<file path="src/rtl/kvt_pkg.sv">
// Package for the key/value table: state encoding, command and status codes,
// and the widths of the stream payloads. Used by the top level and the checker under rtl.
package kvt_pkg;

  localparam int unsigned KeyW    = 32;
  localparam int unsigned ValW    = 32;
  localparam int unsigned CmdW    = 2;
  localparam int unsigned StatusW = 2;
  localparam int unsigned CountW  = 5;
  localparam int unsigned EntryW  = KeyW + ValW;

  localparam int unsigned InBits   = CmdW + KeyW + ValW;
  localparam int unsigned OutBits  = StatusW + ValW + CountW;
  localparam int unsigned InDataW  = ((InBits + 7) / 8) * 8;
  localparam int unsigned OutDataW = ((OutBits + 7) / 8) * 8;

  typedef enum logic [CmdW-1:0] {
    CMD_ADD    = 2'd0,
    CMD_SEARCH = 2'd1,
    CMD_REMOVE = 2'd2
  } cmd_e;

  typedef enum logic [StatusW-1:0] {
    ST_FOUND   = 2'd0,
    ST_MISSING = 2'd1,
    ST_FULL    = 2'd2
  } status_e;

  typedef enum logic [1:0] {
    S_IDLE,
    S_SCAN,
    S_SHIFT,
    S_RESP
  } state_e;

endpackage

</file>
<file path="src/rtl/kvt_ram.sv">
// Generic single-port-write, single-port-read RAM with registered read data.
// Depends on nothing; holds the key/value entries of the table.
module kvt_ram #(
  parameter int unsigned WIDTH = 64,
  parameter int unsigned DEPTH = 16
) (
  input  logic                     clk_i,
  input  logic                     wr_en_i,
  input  logic [$clog2(DEPTH)-1:0] wr_addr_i,
  input  logic [WIDTH-1:0]         wr_data_i,
  input  logic                     rd_en_i,
  input  logic [$clog2(DEPTH)-1:0] rd_addr_i,
  output logic [WIDTH-1:0]         rd_data_o
);

  logic [WIDTH-1:0] mem_q [DEPTH];

  always_ff @(posedge clk_i) begin
    if (wr_en_i) begin
      mem_q[wr_addr_i] <= wr_data_i;
    end
    if (rd_en_i) begin
      rd_data_o <= mem_q[rd_addr_i];
    end
  end

endmodule

</file>
<file path="src/rtl/key_value_table_unit.sv">
// Key/value table top level: sequencer, compare unit and entry RAM.
// Depends on kvt_pkg and kvt_ram.
//
// The block keeps up to DEPTH key/value pairs as a compact unsorted list.
// Each slave-side transaction carries a command (add, search, remove), a
// key and a value; each one yields exactly one master-side transaction
// with a status, the old or found value and the entry count afterwards.
// The key compare and the RAM read port form one shared unit that walks
// the list one entry per cycle; a remove then walks the rest of the list
// again, moving each later entry down by one place.
// The walk stops at the first matching entry, or after the last entry
// when the key is missing; the result is then registered in S_RESP.
// The next transaction can be accepted in the same cycle as the result appears.
// The slave side is ready only while the block is idle, so one item is
// in work at a time. A result waits in an output register; the block may
// take the next item while it waits, and holds its own next result until
// the receiver takes the previous one.
// Reset empties the table at once; no clearing pass is needed.
module key_value_table_unit #(
  parameter int unsigned DEPTH = 16
) (
  input  logic                           clk_i,
  input  logic                           rst_ni,
  input  logic                           s_axis_tvalid,
  output logic                           s_axis_tready,
  // cmd [1:0], key [33:2], value [65:34], zero fill to the top.
  input  logic [kvt_pkg::InDataW-1:0]    s_axis_tdata,
  output logic                           m_axis_tvalid,
  input  logic                           m_axis_tready,
  // status [1:0], old_value [33:2], entry_count [38:34], zero fill on top.
  output logic [kvt_pkg::OutDataW-1:0]   m_axis_tdata
);
  import kvt_pkg::*;

  localparam int unsigned AW = $clog2(DEPTH);
  localparam int unsigned CW = $clog2(DEPTH + 1);

  state_e                state_q, state_d;
  logic [CW-1:0]         cnt_q, cnt_d;
  logic [CW-1:0]         rd_idx_q, rd_idx_d;
  logic [CW-1:0]         cmp_idx_q, cmp_idx_d;
  logic                  cmp_vld_q, cmp_vld_d;
  logic                  out_vld_q, out_vld_d;
  logic [CmdW-1:0]       cmd_q, cmd_d;
  logic [KeyW-1:0]       key_q, key_d;
  logic [ValW-1:0]       val_q, val_d;
  logic [StatusW-1:0]    status_q, status_d;
  logic [ValW-1:0]       old_q, old_d;
  logic [OutDataW-1:0]   out_data_q, out_data_d;

  logic                  rd_en;
  logic [EntryW-1:0]     rd_data;
  logic                  wr_en;
  logic [AW-1:0]         wr_addr;
  logic [EntryW-1:0]     wr_data;
  logic [KeyW-1:0]       rd_key;
  logic [ValW-1:0]       rd_val;
  logic                  hit;
  logic                  walk_done;
  logic                  in_acc;
  logic                  out_free;
  logic [CW-1:0]         shift_dst;

  assign rd_key    = rd_data[KeyW-1:0];
  assign rd_val    = rd_data[EntryW-1:KeyW];
  assign hit       = cmp_vld_q && (rd_key == key_q);
  assign walk_done = !cmp_vld_q && (rd_idx_q >= cnt_q);
  assign in_acc    = s_axis_tvalid && s_axis_tready;
  assign out_free  = !out_vld_q || m_axis_tready;
  assign shift_dst = cmp_idx_q - CW'(1);

  kvt_ram #(
    .WIDTH(EntryW),
    .DEPTH(DEPTH)
  ) u_ram (
    .clk_i    (clk_i),
    .wr_en_i  (wr_en),
    .wr_addr_i(wr_addr),
    .wr_data_i(wr_data),
    .rd_en_i  (rd_en),
    .rd_addr_i(rd_idx_q[AW-1:0]),
    .rd_data_o(rd_data)
  );

  always_comb begin
    state_d = state_q;
    case (state_q)
      S_IDLE: begin
        if (s_axis_tvalid) begin
          if (s_axis_tdata[CmdW-1:0] inside {CMD_ADD, CMD_SEARCH, CMD_REMOVE}) begin
            state_d = S_SCAN;
          end else begin
            state_d = S_RESP;
          end
        end
      end
      S_SCAN: begin
        if (hit) begin
          state_d = (cmd_q == CMD_REMOVE) ? S_SHIFT : S_RESP;
        end else if (walk_done) begin
          state_d = S_RESP;
        end
      end
      S_SHIFT: begin
        if (walk_done) begin
          state_d = S_RESP;
        end
      end
      S_RESP: begin
        if (out_free) begin
          state_d = S_IDLE;
        end
      end
      default: state_d = S_IDLE;
    endcase
  end

  always_comb begin
    s_axis_tready = (state_q == S_IDLE);
    cnt_d         = cnt_q;
    rd_idx_d      = rd_idx_q;
    cmp_idx_d     = cmp_idx_q;
    cmp_vld_d     = cmp_vld_q;
    cmd_d         = cmd_q;
    key_d         = key_q;
    val_d         = val_q;
    status_d      = status_q;
    old_d         = old_q;
    out_data_d    = out_data_q;
    out_vld_d     = out_vld_q && !m_axis_tready;
    rd_en         = 1'b0;
    wr_en         = 1'b0;
    wr_addr       = cmp_idx_q[AW-1:0];
    wr_data       = {val_q, key_q};

    case (state_q)
      S_IDLE: begin
        if (in_acc) begin
          cmd_d     = s_axis_tdata[CmdW-1:0];
          key_d     = s_axis_tdata[CmdW+KeyW-1:CmdW];
          val_d     = s_axis_tdata[InBits-1:CmdW+KeyW];
          rd_idx_d  = '0;
          cmp_vld_d = 1'b0;
          status_d  = ST_MISSING;
          old_d     = '0;
        end
      end
      S_SCAN: begin
        rd_en     = (rd_idx_q < cnt_q);
        rd_idx_d  = rd_en ? rd_idx_q + CW'(1) : rd_idx_q;
        cmp_vld_d = rd_en;
        cmp_idx_d = rd_idx_q;
        if (hit) begin
          status_d  = ST_FOUND;
          old_d     = rd_val;
          cmp_vld_d = 1'b0;
          if (cmd_q == CMD_ADD) begin
            wr_en = 1'b1;
          end
          if (cmd_q == CMD_REMOVE) begin
            rd_idx_d = cmp_idx_q + CW'(1);
          end
        end else if (walk_done && cmd_q == CMD_ADD) begin
          if (cnt_q == CW'(DEPTH)) begin
            status_d = ST_FULL;
          end else begin
            wr_en   = 1'b1;
            wr_addr = cnt_q[AW-1:0];
            cnt_d   = cnt_q + CW'(1);
          end
        end
      end
      S_SHIFT: begin
        rd_en     = (rd_idx_q < cnt_q);
        rd_idx_d  = rd_en ? rd_idx_q + CW'(1) : rd_idx_q;
        cmp_vld_d = rd_en;
        cmp_idx_d = rd_idx_q;
        if (cmp_vld_q) begin
          wr_en   = 1'b1;
          wr_addr = shift_dst[AW-1:0];
          wr_data = rd_data;
        end
        if (walk_done) begin
          cnt_d = cnt_q - CW'(1);
        end
      end
      S_RESP: begin
        if (out_free) begin
          out_vld_d  = 1'b1;
          out_data_d = '0;
          out_data_d[StatusW-1:0]              = status_q;
          out_data_d[StatusW+ValW-1:StatusW]   = old_q;
          out_data_d[OutBits-1:StatusW+ValW]   = CountW'(cnt_q);
        end
      end
      default: ;
    endcase
  end

  always_ff @(posedge clk_i or negedge rst_ni) begin
    if (!rst_ni) begin
      state_q   <= S_IDLE;
      cnt_q     <= '0;
      cmp_vld_q <= 1'b0;
      out_vld_q <= 1'b0;
    end else begin
      state_q   <= state_d;
      cnt_q     <= cnt_d;
      cmp_vld_q <= cmp_vld_d;
      out_vld_q <= out_vld_d;
    end
  end

  always_ff @(posedge clk_i) begin
    rd_idx_q   <= rd_idx_d;
    cmp_idx_q  <= cmp_idx_d;
    cmd_q      <= cmd_d;
    key_q      <= key_d;
    val_q      <= val_d;
    status_q   <= status_d;
    old_q      <= old_d;
    out_data_q <= out_data_d;
  end

  assign m_axis_tvalid = out_vld_q;
  assign m_axis_tdata  = out_data_q;

endmodule

</file>
<file path="config.mk">
export PLATFORM = sky130hd
export DESIGN_NAME = key_value_table_unit
export DESIGN_NICKNAME = d
export VERILOG_FILES = /design/src/rtl/kvt_pkg.sv /design/src/rtl/kvt_ram.sv /design/src/rtl/key_value_table_unit.sv
export SDC_FILE = /design/constraint.sdc
export NUM_CORES = 1
export LEC_CHECK = 0
export ABC_AREA = 1
export ABC_CLOCK_PERIOD_IN_PS = 14800
export BUFFER_PORTS_ARGS = -buffer_cell sky130_fd_sc_hd__buf_2
export CAP_MARGIN = 20
export CELL_PAD_IN_SITES_DETAIL_PLACEMENT = 1
export CELL_PAD_IN_SITES_GLOBAL_PLACEMENT = 2
export CORE_UTILIZATION = 40
export DETAILED_ROUTE_END_ITERATION = 10
export HOLD_SLACK_MARGIN = 0.06
export PLACE_DENSITY = 0.8
export SKIP_LAST_GASP = 1
export SLEW_MARGIN = 25
export SYNTH_ARGS = -nofsm -noshare
export SYNTH_HDL_FRONTEND = slang
export SYNTH_SLANG_ARGS = --single-unit
</file>
<file path="constraint.sdc">
create_clock -name clk_i -period 14.8 [get_ports clk_i]
set_clock_uncertainty 0.15 [all_clocks]
set_input_delay 0 -clock clk_i [delete_from_list [all_inputs] [get_ports clk_i]]
set_output_delay 0 -clock clk_i [all_outputs]
set_load 0.01 [all_outputs]
</file>
==> out/metrics.yaml, run 1 <==
grtUsageTotal: 0.210
grt_pass1_vias: 31100
synth_top_family_by_area: "simple AND/OR/NAND/NOR gates"
syn_inst: 3520
grt_use_met2: 0.362
grt_max_degree: 242
r2r-start: "rd_idx_q[0]"
core_um2: 122000
fin_setup_tns_ps: 0
die_w_um: 353
syn-mean-instance-area_um2: 14.0
synth_seq_area_share: 0.756
dieHeight_um: 353
first_pass_iters: 5
start_util: 0.404
maxCapViolCount: 0
rows: 128
synthMuxAreaShare: 0.0306
first_iter_violations: 2725
crit_arrival_ps: 5620
tightestPinTransition_ps: 1110
ys_seq_elements: 1246
final_max_slew_viol_count: 0
worst_ep_required_time_ps: 15130
dp_hpwl_mm: 66.0
start_kind: "register"
crit_fanout: 129
path_class: "reg2reg"
clk_latency_ps: 750
synth_compound_area_frac: 0.0811
register_area_um2: 37400
grt_first_pass_wirelength_mm: 198
synth.top_cell.area_share: 0.752
n_antenna_cell: 0
ff2ff_path_depth: 9
p_leak_nw: 19.3
antenna_found_initial: 1
max-slew-margin-rel: 0.259
yosysTopAreaCell: "edfxtp_1"
io_buffers: 110
fill_cells: 12200
r2r_end: "u_ram.rd_data_o[35]"
finalCritPeriodShare: 0.358
synthArstFlopShare: 0.00722
hold_class: "in2async"
dieArea_um2: 125000
clockBufferDepth: 3
grt.met1_usage: 0.279
regToRegSetupSlack_ps: 9500
synth_fa_ha_area_frac: 0.00420
final_cell_mix: "edfxtp_1 (1237), nor2_1 (604), nand2_1 (338)"
cts_tree: "yes"
synth_area_leaders: "edfxtp_1 (75%), nor2_1 (4.7%), o21ai_0 (2.9%)"
path_clk_slew_ps: 60
power.total_mw: 10.9
min_period_ps: 5300
timing.fmax_mhz: 189
ir_worst_vdd_v: 0.000142
stdcell_area_um2: 57300
synth_edf_count: 1237
drc: 0
wl_per_cell_um: 24.1
startpoint: "rd_idx_q[0]"
viasPerCell: 5.50
ios: 118
syn_area_um2: 49400
ant_nets: 0
setup_violations: 0
cp-end-kind: "register"
post-route-util: 0.469
final_common_cell: "edfxtp_1"
yosys_warnings: 0
place_congestion: 0.737
cts_sinks: 1246
synth_flop_cell: "edfxtp_1"
rsz0062_at_grt: "no"
drive_above_1_share: 0.117
num_vias: 30200
wl_mm: 132
met3_usage: 0.0260
area_growth_pct: 16.0
synth-xor-area-share: 0.00319
ctsHtreeMaxLevel: 4
cts_setup_buffers: 0
top_usage_layer: "met2"
nNetsFinal: 3855
place_area_um2: 51800
outcome: "finished, final reports clean"
root_buffer: "clkbuf_16"
synth-simple-area-share: 0.0942
synth.net_count: 3612
multi_input_area_um2: 10700
power.density_nw_per_um2: 190
synthDistinctLibCells: 44
hold_viol: 0
cts_made_buffers: 134
grt-ovfl-total: 0
==> synth_stat cells (5+ instances only) <==
cell / instances
buf_2: 69
nand3_1: 141
nor2_2: 5
clkbuf_1: 116
a21oi_1: 16
inv_2: 8
nand3_2: 5
mux2_2: 40
nand4_1: 16
dfrtp_1: 9
nor2_1: 624
inv_1: 128
o221ai_1: 106
o21ai_0: 290
o211ai_1: 22
ha_1: 15
nand2_1: 339
o32ai_1: 150
edfxtp_1: 1237
xnor2_1: 11
buf_1: 5
mux2i_1: 106
xor2_1: 7
nand2_2: 6
buf_6: 7
buf_4: 14
==> what timing repair did <==
action	in CTS	in global routing
hold buffers	137	0
resized for setup	0	0
hold endpoints to repair	140	0
setup endpoints to repair	0	0
==> report_power, final <==
part | internal (mW) | switching [mW] | total (mW)
Combinational | 0.862 | 2.19 | 3.05
Sequential | 4.53 | 0.165 | 4.69
Clock | 1.82 | 1.36 | 3.18
==> how the worst max path moves through the flow <==
stage | depth (start not counted) | to | slack (ps)
2_1_floorplan | 17 | u_ram.mem_q[12][0] | 9230
3_3_place_gp | 13 | u_ram.mem_q[12][12] | 9530
3_5_place_dp | 13 | u_ram.mem_q[14][24] | 9580
4_1_cts | 8 | u_ram.rd_data_o[35] | 9490
5_1_grt | 9 | u_ram.rd_data_o[35] | 9160
6_report | 9 | u_ram.rd_data_o[35] | 9500
==> metrics by stage <==
step / std cells / setup slack (ps) / hold slack, ps
after floorplan: 3520 / 9230 / -446
after global placement: 5110 / 9530 / -268
after detailed placement: 5112 / 9580 / -268
after CTS: 5487 / 9490 / 92.8
after global routing: 5490 / 9160 / 148
final: 5490 / 9500 / 116
==> logic make-up (layout without fill, tap and decap cells) <==
logic type,count (synthesis),count (layout)
xor+xnor,18,18
fa+ha+maj,16,16
simple gates,1152,1152
compound gates,592,592
other cells,1,1
flops,1246,1246
buf+inv,349,694
mux,146,146
==> flip-flops by register name, summed over array words and instances, names as in the netlist, 5 cells and up <==
signal / cells
u_ram.mem_q: 1024
key_q: 32
u_ram.rd_data_o: 64
val_q: 32
cnt_q: 5
cmp_idx_q: 5
old_q: 32
rd_idx_q: 5
m_axis_tdata: 39
==> per-layer routing <==
layer	part of all wire	vias up
li1	-	13600
met1	0.43	15600
met5	0	-
met3	0.045	188
met4	0.022	0
met2	0.50	751
==> critical path, cell delays in order (launching register included) <==
cell and delay [ps]:
edfxtp_1 490, buf_12 320, buf_16 460, buf_4 880, buf_4 940, buf_4 810, mux2i_1 320, o221ai_1 170
o211ai_1 200, nand3_1 100
==> final cells by class <==
cell class | count | area share
flip-flops and latches | 1246 | 0.652
multi-input cells | 1925 | 0.187
clock inverters | 67 | 0.00976
clock buffers | 171 | 0.0617
inverters | 138 | 0.00925
repair buffers | 318 | 0.0453
well taps | 1625 | 0.0355
Power figures use the tool's default switching activity.
==> run 2: changes to the inputs <==
--- a/config.mk
+++ b/config.mk
@@ -6,7 +6,7 @@
 export NUM_CORES = 1
 export LEC_CHECK = 0
 export ABC_AREA = 1
-export ABC_CLOCK_PERIOD_IN_PS = 14800
+export ABC_CLOCK_PERIOD_IN_PS = 5200
 export BUFFER_PORTS_ARGS = -buffer_cell sky130_fd_sc_hd__buf_2
 export CAP_MARGIN = 20
 export CELL_PAD_IN_SITES_DETAIL_PLACEMENT = 1
==> constraint.sdc (replaced) <==
create_clock -name clk_i -period 5.2 [get_ports clk_i]
set_clock_uncertainty 0.15 [all_clocks]
set_input_delay 0 -clock clk_i [delete_from_list [all_inputs] [get_ports clk_i]]
set_output_delay 0 -clock clk_i [all_outputs]
set_load 0.01 [all_outputs]
==> run 2 against run 1 <==
Effect of this change:
- total power rose to 2.9 times the previous value
- register-to-register slack got worse by 8600 ps
- via count rose by 0.78%
- worst setup slack got worse by 8600 ps
==> out/metrics.yaml, run 2 (synthesis gave the netlist of run 1 again) <==
place_area_um2: 52000  # +0.51%
min_period_ps: 4250  # -1040 ps
antenna_found_initial: 0  # -1
crit_arrival_ps: 4520  # -1100 ps
dieHeight_um: 353  # unchanged
wl_mm: 134  # +1.5%
ios: 118  # unchanged
timing.hold.ws_ps: 168  # +52.0 ps
ctsHtreeMaxLevel: 4  # unchanged
grt-ovfl-total: 0  # unchanged
ir_worst_vdd_v: 0.000416  # +190%
setup_violations: 0  # unchanged
cp-end-kind: "register"
finalCritPeriodShare: 0.818  # +0.460
grt_first_pass_wirelength_mm: 201  # +1.5%
final_cell_mix: "edfxtp_1 (1237), nor2_1 (604), nand2_1 (338)"
grt_pass1_vias: 31600  # +1.6%
crit_chain: "inv_2 -> a21oi_1 -> nand2_1 -> nor2_1 -> nand2_1 -> nor2_2 -> nand3_2 -> nand2_1 -> nand2_1 -> nand2_2 -> nand2_1 -> nor2_4 -> buf_4"
p_leak_nw: 19.5  # +0.69%
outcome: "finished, final reports clean"
grt_max_degree: 187  # -23%
root_buffer: "clkbuf_16"
tightestPinTransition_ps: 1080  # -31.8 ps
dp_hpwl_mm: 68.4  # +3.6%
hold_viol: 0  # unchanged
dieArea_um2: 125000  # unchanged
crit_fanout: 16  # -88%
fill_cells: 12100  # -0.55%
cpMaxStageDelayCell: "nor2_4"
max-slew-margin-rel: 0.280  # +0.0212
final_cells: 5501  # +0.20%
timing.fmax_mhz: 235  # +25%
first_pass_iters: 5  # unchanged
place_congestion: 0.753  # +2.2%
cp_slowest_stage_delay_ps: 790  # -150 ps
wl_per_cell_um: 24.4  # +1.3%
maxCapViolCount: 0  # unchanged
drc: 0  # unchanged
cpMostUsedCell: "nand2_1"
n_antenna_cell: 0  # unchanged
clockBufferDepth: 3  # unchanged
ant_nets: 0  # unchanged
first_iter_violations: 2819  # +3.4%
cts_setup_buffers: 0  # unchanged
power.density_nw_per_um2: 545  # +190%
area_growth_pct: 16.6
regToRegSetupSlack_ps: 950  # -8560 ps
rsz0062_at_grt: "no"
hold_class: "in2async"
start_util: 0.404  # unchanged
io_buffers: 110  # unchanged
multi_input_area_um2: 10700  # +0.17%
cts_sinks: 1246  # unchanged
register_area_um2: 37400  # unchanged
startpoint: "cmp_vld_q"
ff2ff_path_depth: 13  # +4
viasPerCell: 5.53  # +0.58%
start_kind: "register"
die_w_um: 353  # unchanged
final_common_cell: "edfxtp_1"
path_class: "reg2reg"
stdcell_area_um2: 57600  # +0.53%
largest_register_ffs: 1024  # unchanged
r2r_end: "u_ram.mem_q[15][58]"
r2r-start: "cmp_vld_q"
final_max_slew_viol_count: 0  # unchanged
cts_made_buffers: 137  # +2.2%
num_vias: 30400  # +0.78%
cts_tree: "yes"
dp_cells: 5123  # +0.22%
nNetsFinal: 3866  # +0.29%
rows: 128  # unchanged
worst_ep_required_time_ps: 5460  # -9670 ps
path_clk_slew_ps: 60  # about the same
largest-register: "u_ram.mem_q"
core_um2: 122000  # unchanged
grtUsageTotal: 0.214  # +0.00381
clk_latency_ps: 760  # about the same
drive_above_1_share: 0.121  # +0.00379
[run 2: worst max path at each step]
stage	to	slack, ps	cells after the start
after global routing	u_ram.mem_q[15][61]	710	13
after detailed placement	u_ram.mem_q[15][58]	1040	13
after CTS	u_ram.mem_q[15][58]	970	13
final	u_ram.mem_q[15][58]	950	13
after floorplan	u_ram.mem_q[10][0]	-350	18
after global placement	u_ram.mem_q[15][53]	1120	13
[run 2: report_power, final]
part | internal, mW | switching [mW]
Clock | 5.34 | 3.91
Sequential | 12.9 | 0.454
Combinational | 2.50 | 6.35
Total | 20.7 | 10.7
[run 2: per-stage QoR]
step,TNS (ps),utilization,power (mW),setup WS [ps]
4_1_cts,0,0.471,31.7,975
6_report,0,0.472,31.4,948
3_3_place_gp,0,0.426,22.1,1120
5_1_grt,0,0.472,32.9,711
2_1_floorplan,-252460,-,19.1,-346
3_5_place_dp,0,0.426,22.3,1040
[run 2: layout make-up]
type                            count  area share
Tap cell                         1625      0.0353
Sequential cell                  1246       0.648
Multi-Input combinational cell   1925       0.186
Inverter                          138     0.00921
Clock inverter                     67     0.00916
Clock buffer                      174      0.0637
Timing Repair Buffer              326      0.0481
[run 2: critical path: cells and delay by family, from the launching register on]
family / cells / cell delay, ps
flops: 1 / 610
simple gates: 10 / 2230
compound gates: 1 / 190
buf+inv: 2 / 700
[run 2: per-layer routing]
metal	vias to the layer above	part of all wire	GRT usage
met4	0	0.019	0.0566
met2	826	0.50	0.365
met3	184	0.049	0.0316
li1	13600	-	-
met5	-	0	0
met1	15800	0.43	0.286
[run 2: repair_timing]
action | in CTS | in global routing
endpoints found under the hold margin | 148 | 0
hold buffers | 137 | 0
gates resized for setup | 0 | 0
